**src/rtl/core/assert_macros.svh**
```systemverilog
// ----------------------------------------------------------------------------
// assert_macros.svh
// Concurrent assertion helpers for the trade signal block.
// ----------------------------------------------------------------------------
`ifndef ASSERT_MACROS_SVH
`define ASSERT_MACROS_SVH
`ifndef SYNTHESIS
// same-cycle implication
`define CHK_IMPLY(lbl, ck, rn, ante, cons) \
	lbl: assert property (@(posedge ck) disable iff (!rn) (ante) |-> (cons)) \
		else $error("assertion failed");
// next-cycle implication
`define CHK_NEXT(lbl, ck, rn, ante, cons) \
	lbl: assert property (@(posedge ck) disable iff (!rn) (ante) |=> (cons)) \
		else $error("assertion failed");
`else
`define CHK_IMPLY(lbl, ck, rn, ante, cons)
`define CHK_NEXT(lbl, ck, rn, ante, cons)
`endif
`endif

```
**src/rtl/core/ets_pkg.sv**
```systemverilog
// ----------------------------------------------------------------------------
// ets_pkg
// Shared widths, codes and types of the EMA trade signal block.
// ----------------------------------------------------------------------------
`timescale 1ns / 1ps
`default_nettype none

package ets_pkg;

	localparam int PRICE_W    = 32;
	localparam int QTY_W      = 20;
	localparam int ALPHA_W    = 16;
	localparam int RATIO_W    = 31;
	localparam int RATIO_FRAC = 30;
	localparam int BAL_W      = 64;
	localparam int POS_W      = 32;
	localparam int ID_W       = 32;
	localparam int CFG_IDX_W  = 2;
	localparam int CFG_DATA_W = 31;

	// derived product widths
	localparam int AVG_PROD_W = PRICE_W + ALPHA_W;
	localparam int THR_W      = PRICE_W + RATIO_W;
	localparam int CASH_W     = PRICE_W + QTY_W;

	// configuration register indexes
	localparam logic [CFG_IDX_W-1:0] CFG_ALPHA      = 2'd0;
	localparam logic [CFG_IDX_W-1:0] CFG_ORDER_SIZE = 2'd1;
	localparam logic [CFG_IDX_W-1:0] CFG_BUY_RATIO  = 2'd2;
	localparam logic [CFG_IDX_W-1:0] CFG_SELL_RATIO = 2'd3;

	// configuration reset values
	localparam logic [ALPHA_W-1:0] ALPHA_RST      = 16'd6554;
	localparam logic [QTY_W-1:0]   ORDER_SIZE_RST = 20'd1;
	localparam logic [RATIO_W-1:0] BUY_RATIO_RST  = 31'd1073634450;
	localparam logic [RATIO_W-1:0] SELL_RATIO_RST = 31'd1073752561;

	// order side codes
	localparam logic SIDE_BUY  = 1'b0;
	localparam logic SIDE_SELL = 1'b1;

	typedef enum logic [2:0] {
		ST_IDLE,
		ST_AVG,
		ST_UPD,
		ST_MUL,
		ST_FIN
	} ets_state_t;

	typedef struct packed {
		logic load;     // capture accepted request
		logic avg_mul;  // alpha * |x - ema|
		logic ema_upd;  // write new average
		logic thr_mul;  // threshold and cash products
		logic commit;   // decide, update account, load result
	} ets_cmd_t;

endpackage

`default_nettype wire

```
**src/rtl/core/ets_ctrl.sv**
```systemverilog
// ----------------------------------------------------------------------------
// ets_ctrl
// Sequencer: steps one request through the datapath, owns the handshakes.
// ----------------------------------------------------------------------------
`timescale 1ns / 1ps
`default_nettype none
`include "assert_macros.svh"

module ets_ctrl (
	input  wire               clk,
	input  wire               arst_n,
	input  wire               in_valid,
	output logic              in_ready,
	output logic              out_valid,
	input  wire               out_ready,
	output ets_pkg::ets_cmd_t cmd
);
	import ets_pkg::*;

	ets_state_t state_q, state_d;
	logic       out_valid_q;

	always_ff @(posedge clk or negedge arst_n) begin
		if (!arst_n) begin
			state_q     <= ST_IDLE;
			out_valid_q <= 1'b0;
		end else begin
			state_q <= state_d;
			if (cmd.commit) begin
				out_valid_q <= 1'b1;
			end else if (out_ready) begin
				out_valid_q <= 1'b0;
			end
		end
	end

	always_comb begin
		state_d  = state_q;
		cmd      = '0;
		in_ready = 1'b0;
		case (state_q)
			ST_IDLE: begin
				in_ready = 1'b1;
				if (in_valid) begin
					cmd.load = 1'b1;
					state_d  = ST_AVG;
				end
			end
			ST_AVG: begin
				cmd.avg_mul = 1'b1;
				state_d     = ST_UPD;
			end
			ST_UPD: begin
				cmd.ema_upd = 1'b1;
				state_d     = ST_MUL;
			end
			ST_MUL: begin
				cmd.thr_mul = 1'b1;
				state_d     = ST_FIN;
			end
			ST_FIN: begin
				// result slot free or draining this cycle
				if (!out_valid_q || out_ready) begin
					cmd.commit = 1'b1;
					in_ready   = 1'b1;
					if (in_valid) begin
						cmd.load = 1'b1;
						state_d  = ST_AVG;
					end else begin
						state_d = ST_IDLE;
					end
				end
			end
			default: begin
				state_d = ST_IDLE;
			end
		endcase
	end

	assign out_valid = out_valid_q;

	`CHK_NEXT(a_accept_starts, clk, arst_n, in_valid && in_ready, state_q == ST_AVG)
	`CHK_NEXT(a_commit_shows, clk, arst_n, cmd.commit, out_valid_q)
	`CHK_NEXT(a_fin_waits, clk, arst_n, state_q == ST_FIN && out_valid_q && !out_ready,
		state_q == ST_FIN)

endmodule

`default_nettype wire

```
**config.mk**
```make
export PLATFORM = sky130hd
export DESIGN_NAME = ets_ctrl
export DESIGN_NICKNAME = d
export VERILOG_FILES = /design/src/rtl/core/ets_pkg.sv /design/src/rtl/core/ets_ctrl.sv
export VERILOG_INCLUDE_DIRS = /design/src /design/src/rtl/core
export SDC_FILE = /design/constraint.sdc
export NUM_CORES = 1
export LEC_CHECK = 0
export ABC_AREA = 0
export BUFFER_PORTS_ARGS = -buffer_cell sky130_fd_sc_hd__buf_2
export CAP_MARGIN = 20
export CELL_PAD_IN_SITES_DETAIL_PLACEMENT = 0
export CELL_PAD_IN_SITES_GLOBAL_PLACEMENT = 2
export CORE_AREA = 10 10 47 49
export DETAILED_ROUTE_END_ITERATION = 7
export DIE_AREA = 0 0 57 59
export PLACE_DENSITY_LB_ADDON = 0.25
export SETUP_SLACK_MARGIN = 0.02
export SLEW_MARGIN = 20
export SYNTH_ARGS = -nofsm -noshare
export SYNTH_HDL_FRONTEND = slang
export SYNTH_SLANG_ARGS = --single-unit
```
**constraint.sdc**
```tcl
create_clock -name clk -period 2.4 [get_ports clk]
set_input_delay 0.48 -clock clk [delete_from_list [all_inputs] [get_ports clk]]
set_output_delay 0.48 -clock clk [all_outputs]
set_load 0.05 [all_outputs]
```
After elaboration in Yosys (flattened, before gate mapping)

Index checks and enable logic that the tools add are counted.

Eq/ne operators: 6
Multiplexer cells: 15
Reduce and logical (&&, ||, !) cells: 5

Operator list:

| kind                 | number |
|---|---|
| $pmux W3 S5          | 1 |
| $mux W1              | 10 |
| $eq A3 B2 Y1 const B | 2 |
| $mux W3              | 2 |
| $ne A2 B2 Y1 const B | 2 |
| $pmux W1 S2          | 2 |
| $eq A3 B1 Y1 const B | 1 |
| $eq A3 B3 Y1 const B | 1 |
| $logic_not A3 Y1     | 1 |
| $reduce_and A2 Y1    | 1 |
| $reduce_bool A2 Y1   | 1 |
| $logic_not A1 Y1     | 1 |
| $logic_or A1 B1 Y1   | 1 |

Register bits after elaboration: 4
Output and inout bits: 7
Word-level logic and storage cells: 28

Logic depth before layout (Yosys ltp)

Gate-level depths: netlist of the first run.

Word-level depth: 5
Gate-level depth with buffers: 3
Depth with buffers taken out: 3

Worst setup path before layout of the first run

No wires, ideal clock.

Path type: register -> output
Start point: register out_valid_q, in the netlist out_valid
End point: output port cmd[4] in the netlist's numbering
Arrival time: 1818 ps
Required time: 1920 ps
Path slack: 102 ps
Cell stages (with the launch flop): 4
Buffers on the path: 0
Cells stage by stage: dfrtp_1 > nor2b_1 > a21boi_2 > and2_1

RTL lines:

| what                   | RTL line       | text |
|---|---|---|
| from (decl)            | ets_ctrl.sv:21 | `logic out_valid_q;` |
| from (signal assigned) | ets_ctrl.sv:26 | `out_valid_q <= 1'b0;` |
| from (signal assigned) | ets_ctrl.sv:30 | `out_valid_q <= 1'b1;` |
| from (signal assigned) | ets_ctrl.sv:32 | `out_valid_q <= 1'b0;` |
| to (decl)              | ets_ctrl.sv:16 | `output ets_pkg::ets_cmd_t cmd` |

==> flow_summary.toml, run 1 <==
[clock_network]
clock_path_buffers = 2
cts_buffers = 3
cts.sinks = 4
postCtsSetupBuffers = 0
tritoncts = "done"
cts_hold_buf = 0
post_cts_resize_count = 0
h-tree-depth = 1
clk_latency_ps = 230
clk_pin_slew_ps = 40
cts-root-buf = "clkbuf_4"

[cells_and_area]
nFillCells = 172
post_route_cells_drive_above_1_share = 0.4545
multi_input_comb_area_um2 = 105.1
seqCellArea_um2 = 100.1
syn_to_final_growth_pct = 45.12
diodes = 0
final_util = 0.2125
finalNetCount = 39

[floorplan]
die_w_um = 57
num_rows = 14
ios = 11
dieArea_um2 = 3363
core_area_um2 = 1401
floorplan.initialDensity = 0.1464
die_y_um = 59

[placed_design]
place.gp.congestion = 0.6701
place_ws_ps = 581.6
io_buffers = 10
dpl.hpwl_um = 456

[global_route]
antenna_found_initial = 0
grt_overflow = 0
track_usage = 0.03844
grt_pass1_wl_um = 945
grt_max_degree = 9
grt_pass1_vias = 204

[routing]
wirelength_um = 554
detail_route.vias_per_cell = 3.878
vias = 190
route.detailed.drc = 0
drt-pass1-iter-count = 1
drtIter0Drc = 0
ant_nets = 0
wl_per_cell_um = 11.31

[logic_synthesis]
netlist.area_leader.share = 0.4878
syn_area_um2 = 205.2
synthTopCellsByArea = "dfrtp_1 (49%), nor3b_1 (7.3%), a21boi_2 (5.5%)"
ys_warn_count = 0
syn_area_per_cell_um2 = 10.26
synth_cell_type_count = 14
syn_inst = 20
syn_nets = 24
synth_top_cell_by_area = "dfrtp_1"
synth_seq_area_share = 0.4878
synth_seq_cells = 4

[worst_setup_path]
path_class = "reg -> out"
path_cells = "nor2_2 -> a21boi_2 -> and2_1 -> buf_2"
crit_path_max_incr_delay_ps = 430
rr_worst_depth = 2
endpoint_kind = "output port"
path_depth = 4
cp.arrival_ps = 1370
required_ps = 1920
cp_top_family = "flip-flops"
cp-start-kind = "flip-flop"
slowest_stage = "dfrtp_1"
crit_fanout = 6
crit_buf_inv = 1

[sta]
slew_violations = 0
finalCritPeriodShare = 0.7708
timing.fmax_mhz = 540.6
post-route-min-period_ps = 1850
finClkSkew_ps = 1.282
rsz0062_at_grt = "false"
hold_viol = 0
tightest_slew_ps = 347.6
setup_viol = 0
fin_ws_ps = 550.2
slew_headroom = 0.7678
setup_tns_ps = 0

[min_path]
hold_class = "in -> async"

[outcome]
status = "finished clean"

[job]
cap_viol_max_count = 0
-- through the flow --
stage / cell area (um^2) / hold slack [ps] / cells
2_1_floorplan: 205.2 / 184.4 / 20
3_3_place_gp: 275.3 / 289.3 / 46
3_5_place_dp: 275.3 / 289.9 / 46
4_1_cts: 297.8 / 37.34 / 49
5_1_grt: 297.8 / 37.01 / 49
6_report: 297.8 / 44.80 / 49
-- cells in the mapped netlist, drive strengths merged --
cell and instances:
nor3b 2, a31o 1, o21a 1, xnor2 1, a21boi 1, nand2b 1
nand2 1, and3b 1, nor2b 1, nor2 4, nor3 1, and2 1
dfrtp 4
-- worst register-to-register path, cell delays in order (launching register included) --
cell	delay (ps)
dfrtp_1	480
and3b_1	220
a31o_1	180
-- per-layer routing --
| metal | global-route usage | vias to the layer above | part of all wire |
|---|---|---|---|
| met3 | 0.05365 | 0 | 0.13 |
| met1 | 0.03915 | 85 | 0.44 |
| met4 | 0 | 0 | 0 |
| met5 | 0 | - | 0 |
| met2 | 0.04806 | 9 | 0.42 |
| li1 | - | 96 | - |
-- placed cells by master, fill, tap and decap left out --
cell type and count:
buf_2 10, dfrtp_1 4, nor2_1 3, clkbuf_4 3
nor3b_1 2, and3b_1 1, nor2b_1 1, nor2_2 1
nand2_1 1, a21boi_2 1, and2_1 1, o21a_1 1
nor3_1 1, nand2b_1 1, xnor2_1 1, a31o_1 1
-- state kept, by name (all words and copies together), names as in the netlist --
signal     cells
out_valid      1
state_q        3
-- final cells by class --
cell class,count,share of cell area
clock buffer,3,0.07563
multi-input combinational,16,0.3529
sequential,4,0.3361
tap,16,0.06723
timing repair buffer,10,0.1681
-- cells by family (layout without fill, tap and decap cells) --
family,Yosys count,count (layout),share of synthesized area
compound gates,3,3,0.1342
flops,4,4,0.4878
buf+inv,0,13,0
simple gates,12,12,0.3354
xor+xnor,1,1,0.04269
-- final timing paths --
check / start / endpoint / slack [ps]
max in group asynchronous: arst_n / state_q[1] / 2240
max: state_q[0] / cmd[4] / 550
min reg2reg: state_q[0] / state_q[0] / 560
max reg2reg: state_q[2] / state_q[2] / 1410
min: arst_n / out_valid / 40
min in group clk: in_valid / state_q[0] / 520
Power of run 1 is left out: the tool's default activity adds up to more than one toggle a clock period on the data nets, which glitch-free logic cannot reach.
==> run 2, diff against run 1 <==
clock period = 1.9 ns   (was 2.4 ns; I/O delays follow)
==> flow_summary.toml, run 2 (synthesized netlist as in run 1, its figures left out) <==
[global_route]
track_usage = 0.03853
antenna_found_initial = 0
grt_max_degree = 9
grt_pass1_wl_um = 883
grt_overflow = 0
grt_pass1_vias = 204

[cells_and_area]
regMostFlops = "state_q"
nFillCells = 169
fin_area_um2 = 324.1
final_common_cell = "buf_2"
largest_reg_flops = 3
syn_to_final_growth_pct = 57.93
final_cell_mix = "buf_2 (10), dfrtp_1 (4), nor2_1 (3), clkbuf_4 (3), nor3b_1 (2)"
finalNetCount = 41
post_route_cells_drive_above_1_share = 0.4857
diodes = 0

[routing]
highest_layer = "met4"
detail_route.vias_per_cell = 3.843
route.detailed.drc = 0
drt-met1-wl_um = 242
ant_nets = 0
drtIter0Drc = 3
wl_per_cell_um = 10.84
vias = 196
met3_length_um = 60
dr_wl_met2_um = 223
drt-pass1-iter-count = 4
wirelength_um = 553

[sta]
setup_tns_ps = 0
setup_viol = 0
slew_violations = 0
timing.fmax_mhz = 558.6
hold_viol = 0
finalCritPeriodShare = 0.9422
slew_headroom = 0.8083
tightest_slew_ps = 287.6
rsz0062_at_grt = "false"
finClkSkew_ps = 0.6555
post-route-min-period_ps = 1790
fin_ws_ps = 109.8

[floorplan]
dieArea_um2 = 3363
ios = 11
floorplan.initialDensity = 0.1464
num_rows = 14
die_y_um = 59
die_w_um = 57
core_area_um2 = 1401

[min_path]
hold_class = "in -> reg"

[placed_design]
io_buffers = 10
place_ws_ps = 298.8
place.gp.congestion = 0.6606
dpl_cell_area_um2 = 291.5

[worst_setup_path]
cp.arrival_ps = 1410
path_class = "reg -> out"
path_cells = "nor2_2 -> a21boi_4 -> and2_2 -> buf_2"
cp_top_family = "flip-flops"
required_ps = 1520
crit_buf_inv = 1
crit_fanout = 6
endpoint_kind = "output port"
cp-start-kind = "flip-flop"
slowest_stage = "dfrtp_1"
crit_path_max_incr_delay_ps = 430

[job]
cap_viol_max_count = 0

[clock_network]
cts.sinks = 4
clock_path_buffers = 2
clk_latency_ps = 240
tritoncts = "done"
h-tree-depth = 1
cts_buffers = 3
cts-root-buf = "clkbuf_4"
clk_pin_slew_ps = 30

[outcome]
status = "finished clean"
-- run 2: changes by cell type in the layout (fill, tap and decap cells not counted) --
cell	before	now
a21boi_4	0	1
and2_2	0	1
a21boi_2	1	0
buf_4	0	1
dlygate4sd3_1	0	1
and2_1	1	0
-- run 2: worst register-to-register path, delay by kind of cell, from the launching register on --
kind	cells	cell delay (ps)
DFF	1	320
AOI/OAI and AO/OA	1	100
and+or+nand+nor	2	310
buffers and inverters	1	190
-- run 2: worst paths after layout --
| check | start | endpoint | slack, ps | cells past startpoint |
|---|---|---|---|---|
| worst max register to register | out_valid | state_q[0] | 860 | 4 |
| worst min register to register | state_q[0] | state_q[0] | 560 | 1 |
| max in group asynchronous | arst_n | state_q[0] | 1300 | 2 |
| min in group asynchronous | arst_n | out_valid | 480 | 2 |
| worst max-delay path | state_q[0] | cmd[4] | 110 | 4 |
| worst min-delay path | in_valid | state_q[0] | 430 | 3 |
-- run 2: area by class of cell --
| type | instances | area (um^2) | share of cell area |
|---|---|---|---|
| multi-input cells | 16 | 113.9 | 0.3514 |
| repair buffers | 12 | 67.56 | 0.2085 |
| clock buffers | 3 | 22.52 | 0.06950 |
| well taps | 16 | 20.02 | 0.06178 |
| flip-flops and latches | 4 | 100.1 | 0.3089 |
-- run 2: timing repair --
item                      CTS  global route
gates resized for setup     0             0
hold buffers                1             0
setup buffers               0             0
hold endpoints to repair    4             0
-- run 2: metrics by stage --
step	hold WS, ps	utilization	instances
after CTS	425.1	0.2313	51
after detailed placement	186.8	0.2080	47
final	427.1	0.2313	51
after floorplan	84.41	-	20
after global routing	436.6	0.2313	51
after global placement	185.7	0.2080	47
-- run 2: layer usage --
metal	vias to the layer above	track usage
li1	99	-
met1	85	0.03222
met2	10	0.04341
met3	2	0.03433
met4	0	0.06040
met5	-	0
Power of run 2 is left out for the same reason.
==> run 3, diff against run 2 <==
CAP_MARGIN = unset   (was 20)
CORE_AREA = 3 3 40 42   (was 10 10 47 49)
DIE_AREA = 0 0 43 45   (was 0 0 57 59)
PLACE_DENSITY = 0.52   (was unset)
PLACE_DENSITY_LB_ADDON = unset   (was 0.25)
==> flow_summary.toml, run 3 (synthesized netlist as in run 1, its figures left out) <==
[worst_setup_path]
slowest_stage = "dfrtp_1"
path_class = "reg -> out"
crit_fanout = 6
crit_buf_inv = 1
cp_top_family = "flip-flops"
required_ps = 1520
endpoint_kind = "output port"
cp.arrival_ps = 1380
crit_path_max_incr_delay_ps = 430
cp-start-kind = "flip-flop"
path_cells = "nor2_2 -> a21boi_4 -> and2_2 -> clkbuf_4"

[cells_and_area]
multi_input_comb_area_um2 = 113.9
largest_reg_flops = 3
syn_to_final_growth_pct = 58.54
final_cell_mix = "buf_2 (9), clkbuf_4 (4), dfrtp_1 (4)"
seqCellArea_um2 = 100.1
final_util = 0.2532
finalNetCount = 41
final_common_cell = "buf_2"
regMostFlops = "state_q"
nFillCells = 152
post_route_cells_drive_above_1_share = 0.4857
diodes = 0

[clock_network]
cts_buffers = 3
cts-root-buf = "clkbuf_4"
h-tree-depth = 1
clk_pin_slew_ps = 30
clk_latency_ps = 240
cts.sinks = 4
clock_path_buffers = 2
postCtsSetupBuffers = 0
tritoncts = "done"

[routing]
drtIter0Drc = 1
vias = 194
drt-pass1-iter-count = 2
detail_route.vias_per_cell = 3.880
route.detailed.drc = 0
ant_nets = 0
wirelength_um = 461
wl_per_cell_um = 9.220

[sta]
slew_headroom = 0.8075
post-route-min-period_ps = 1756
setup_viol = 0
slew_violations = 0
hold_viol = 0
rsz0062_at_grt = "false"
finalCritPeriodShare = 0.9240
tightest_slew_ps = 288.2
timing.fmax_mhz = 569.6
finClkSkew_ps = 7.743
whs_ps = 435.3

[placed_design]
dpl.hpwl_um = 350.9
place.gp.congestion = 0.7329
io_buffers = 10

[floorplan]
ios = 11
core_area_um2 = 1285
die_w_um = 43
die_y_um = 45
floorplan.initialDensity = 0.1597
dieArea_um2 = 1935
num_rows = 13

[global_route]
grt_overflow = 0
track_usage = 0.06417
grt_pass1_vias = 201
antenna_found_initial = 0
grt_max_degree = 9
grt_pass1_wl_um = 841

[min_path]
hold_class = "in -> reg"

[job]
cap_viol_max_count = 0

[outcome]
status = "finished clean"
-- run 3: timing repair --
item / in CTS / in global routing
hold buffers: 1 / 0
setup endpoints to repair: 0 / 1
hold endpoints to repair: 4 / 0
resized for setup: 0 / 1
-- run 3: worst paths after layout --
check / from / to / slack (ps) / cells past startpoint
worst max-delay path: state_q[0] / cmd[4] / 140 / 4
worst min-delay path: in_valid / state_q[0] / 440 / 3
worst max register to register: out_valid / state_q[0] / 820 / 4
worst min register to register: state_q[0] / state_q[0] / 570 / 1
max in group asynchronous: arst_n / state_q[0] / 1300 / 2
min in group asynchronous: arst_n / state_q[2] / 470 / 2
-- run 3: final cells by class --
class | count | share of cell area
clock buffers | 3 | 0.06923
multi-input cells | 16 | 0.3500
well taps | 15 | 0.05769
flip-flops and latches | 4 | 0.3077
repair buffers | 12 | 0.2154
-- run 3: per-stage QoR --
| stage | instances | setup WS, ps | cell area, um^2 | TNS (ps) |
|---|---|---|---|---|
| 2_1_floorplan | 20 | -108.0 | 214.0 | -255.5 |
| 3_3_place_gp | 46 | 332.0 | 290.3 | 0 |
| 3_5_place_dp | 46 | 304.6 | 290.3 | 0 |
| 4_1_cts | 50 | 100.7 | 322.8 | 0 |
| 5_1_grt | 50 | 31.60 | 325.3 | 0 |
| 6_report | 50 | 144.4 | 325.3 | 0 |
-- run 3: routing by layer --
| metal | wire length (um) | GRT usage |
|---|---|---|
| met1 | 224 | 0.08213 |
| met2 | 197 | 0.07186 |
| met3 | 40 | 0.05179 |
| met4 | 0 | 0.03614 |
| met5 | 0 | 0 |
-- run 3: worst reg2reg max path: stages, from the launching register on --
cell	delay, ps
dfrtp_1	360
nor2b_1	170
buf_4	150
o21a_1	160
nor3_1	150
Power of run 3 is left out for the same reason.
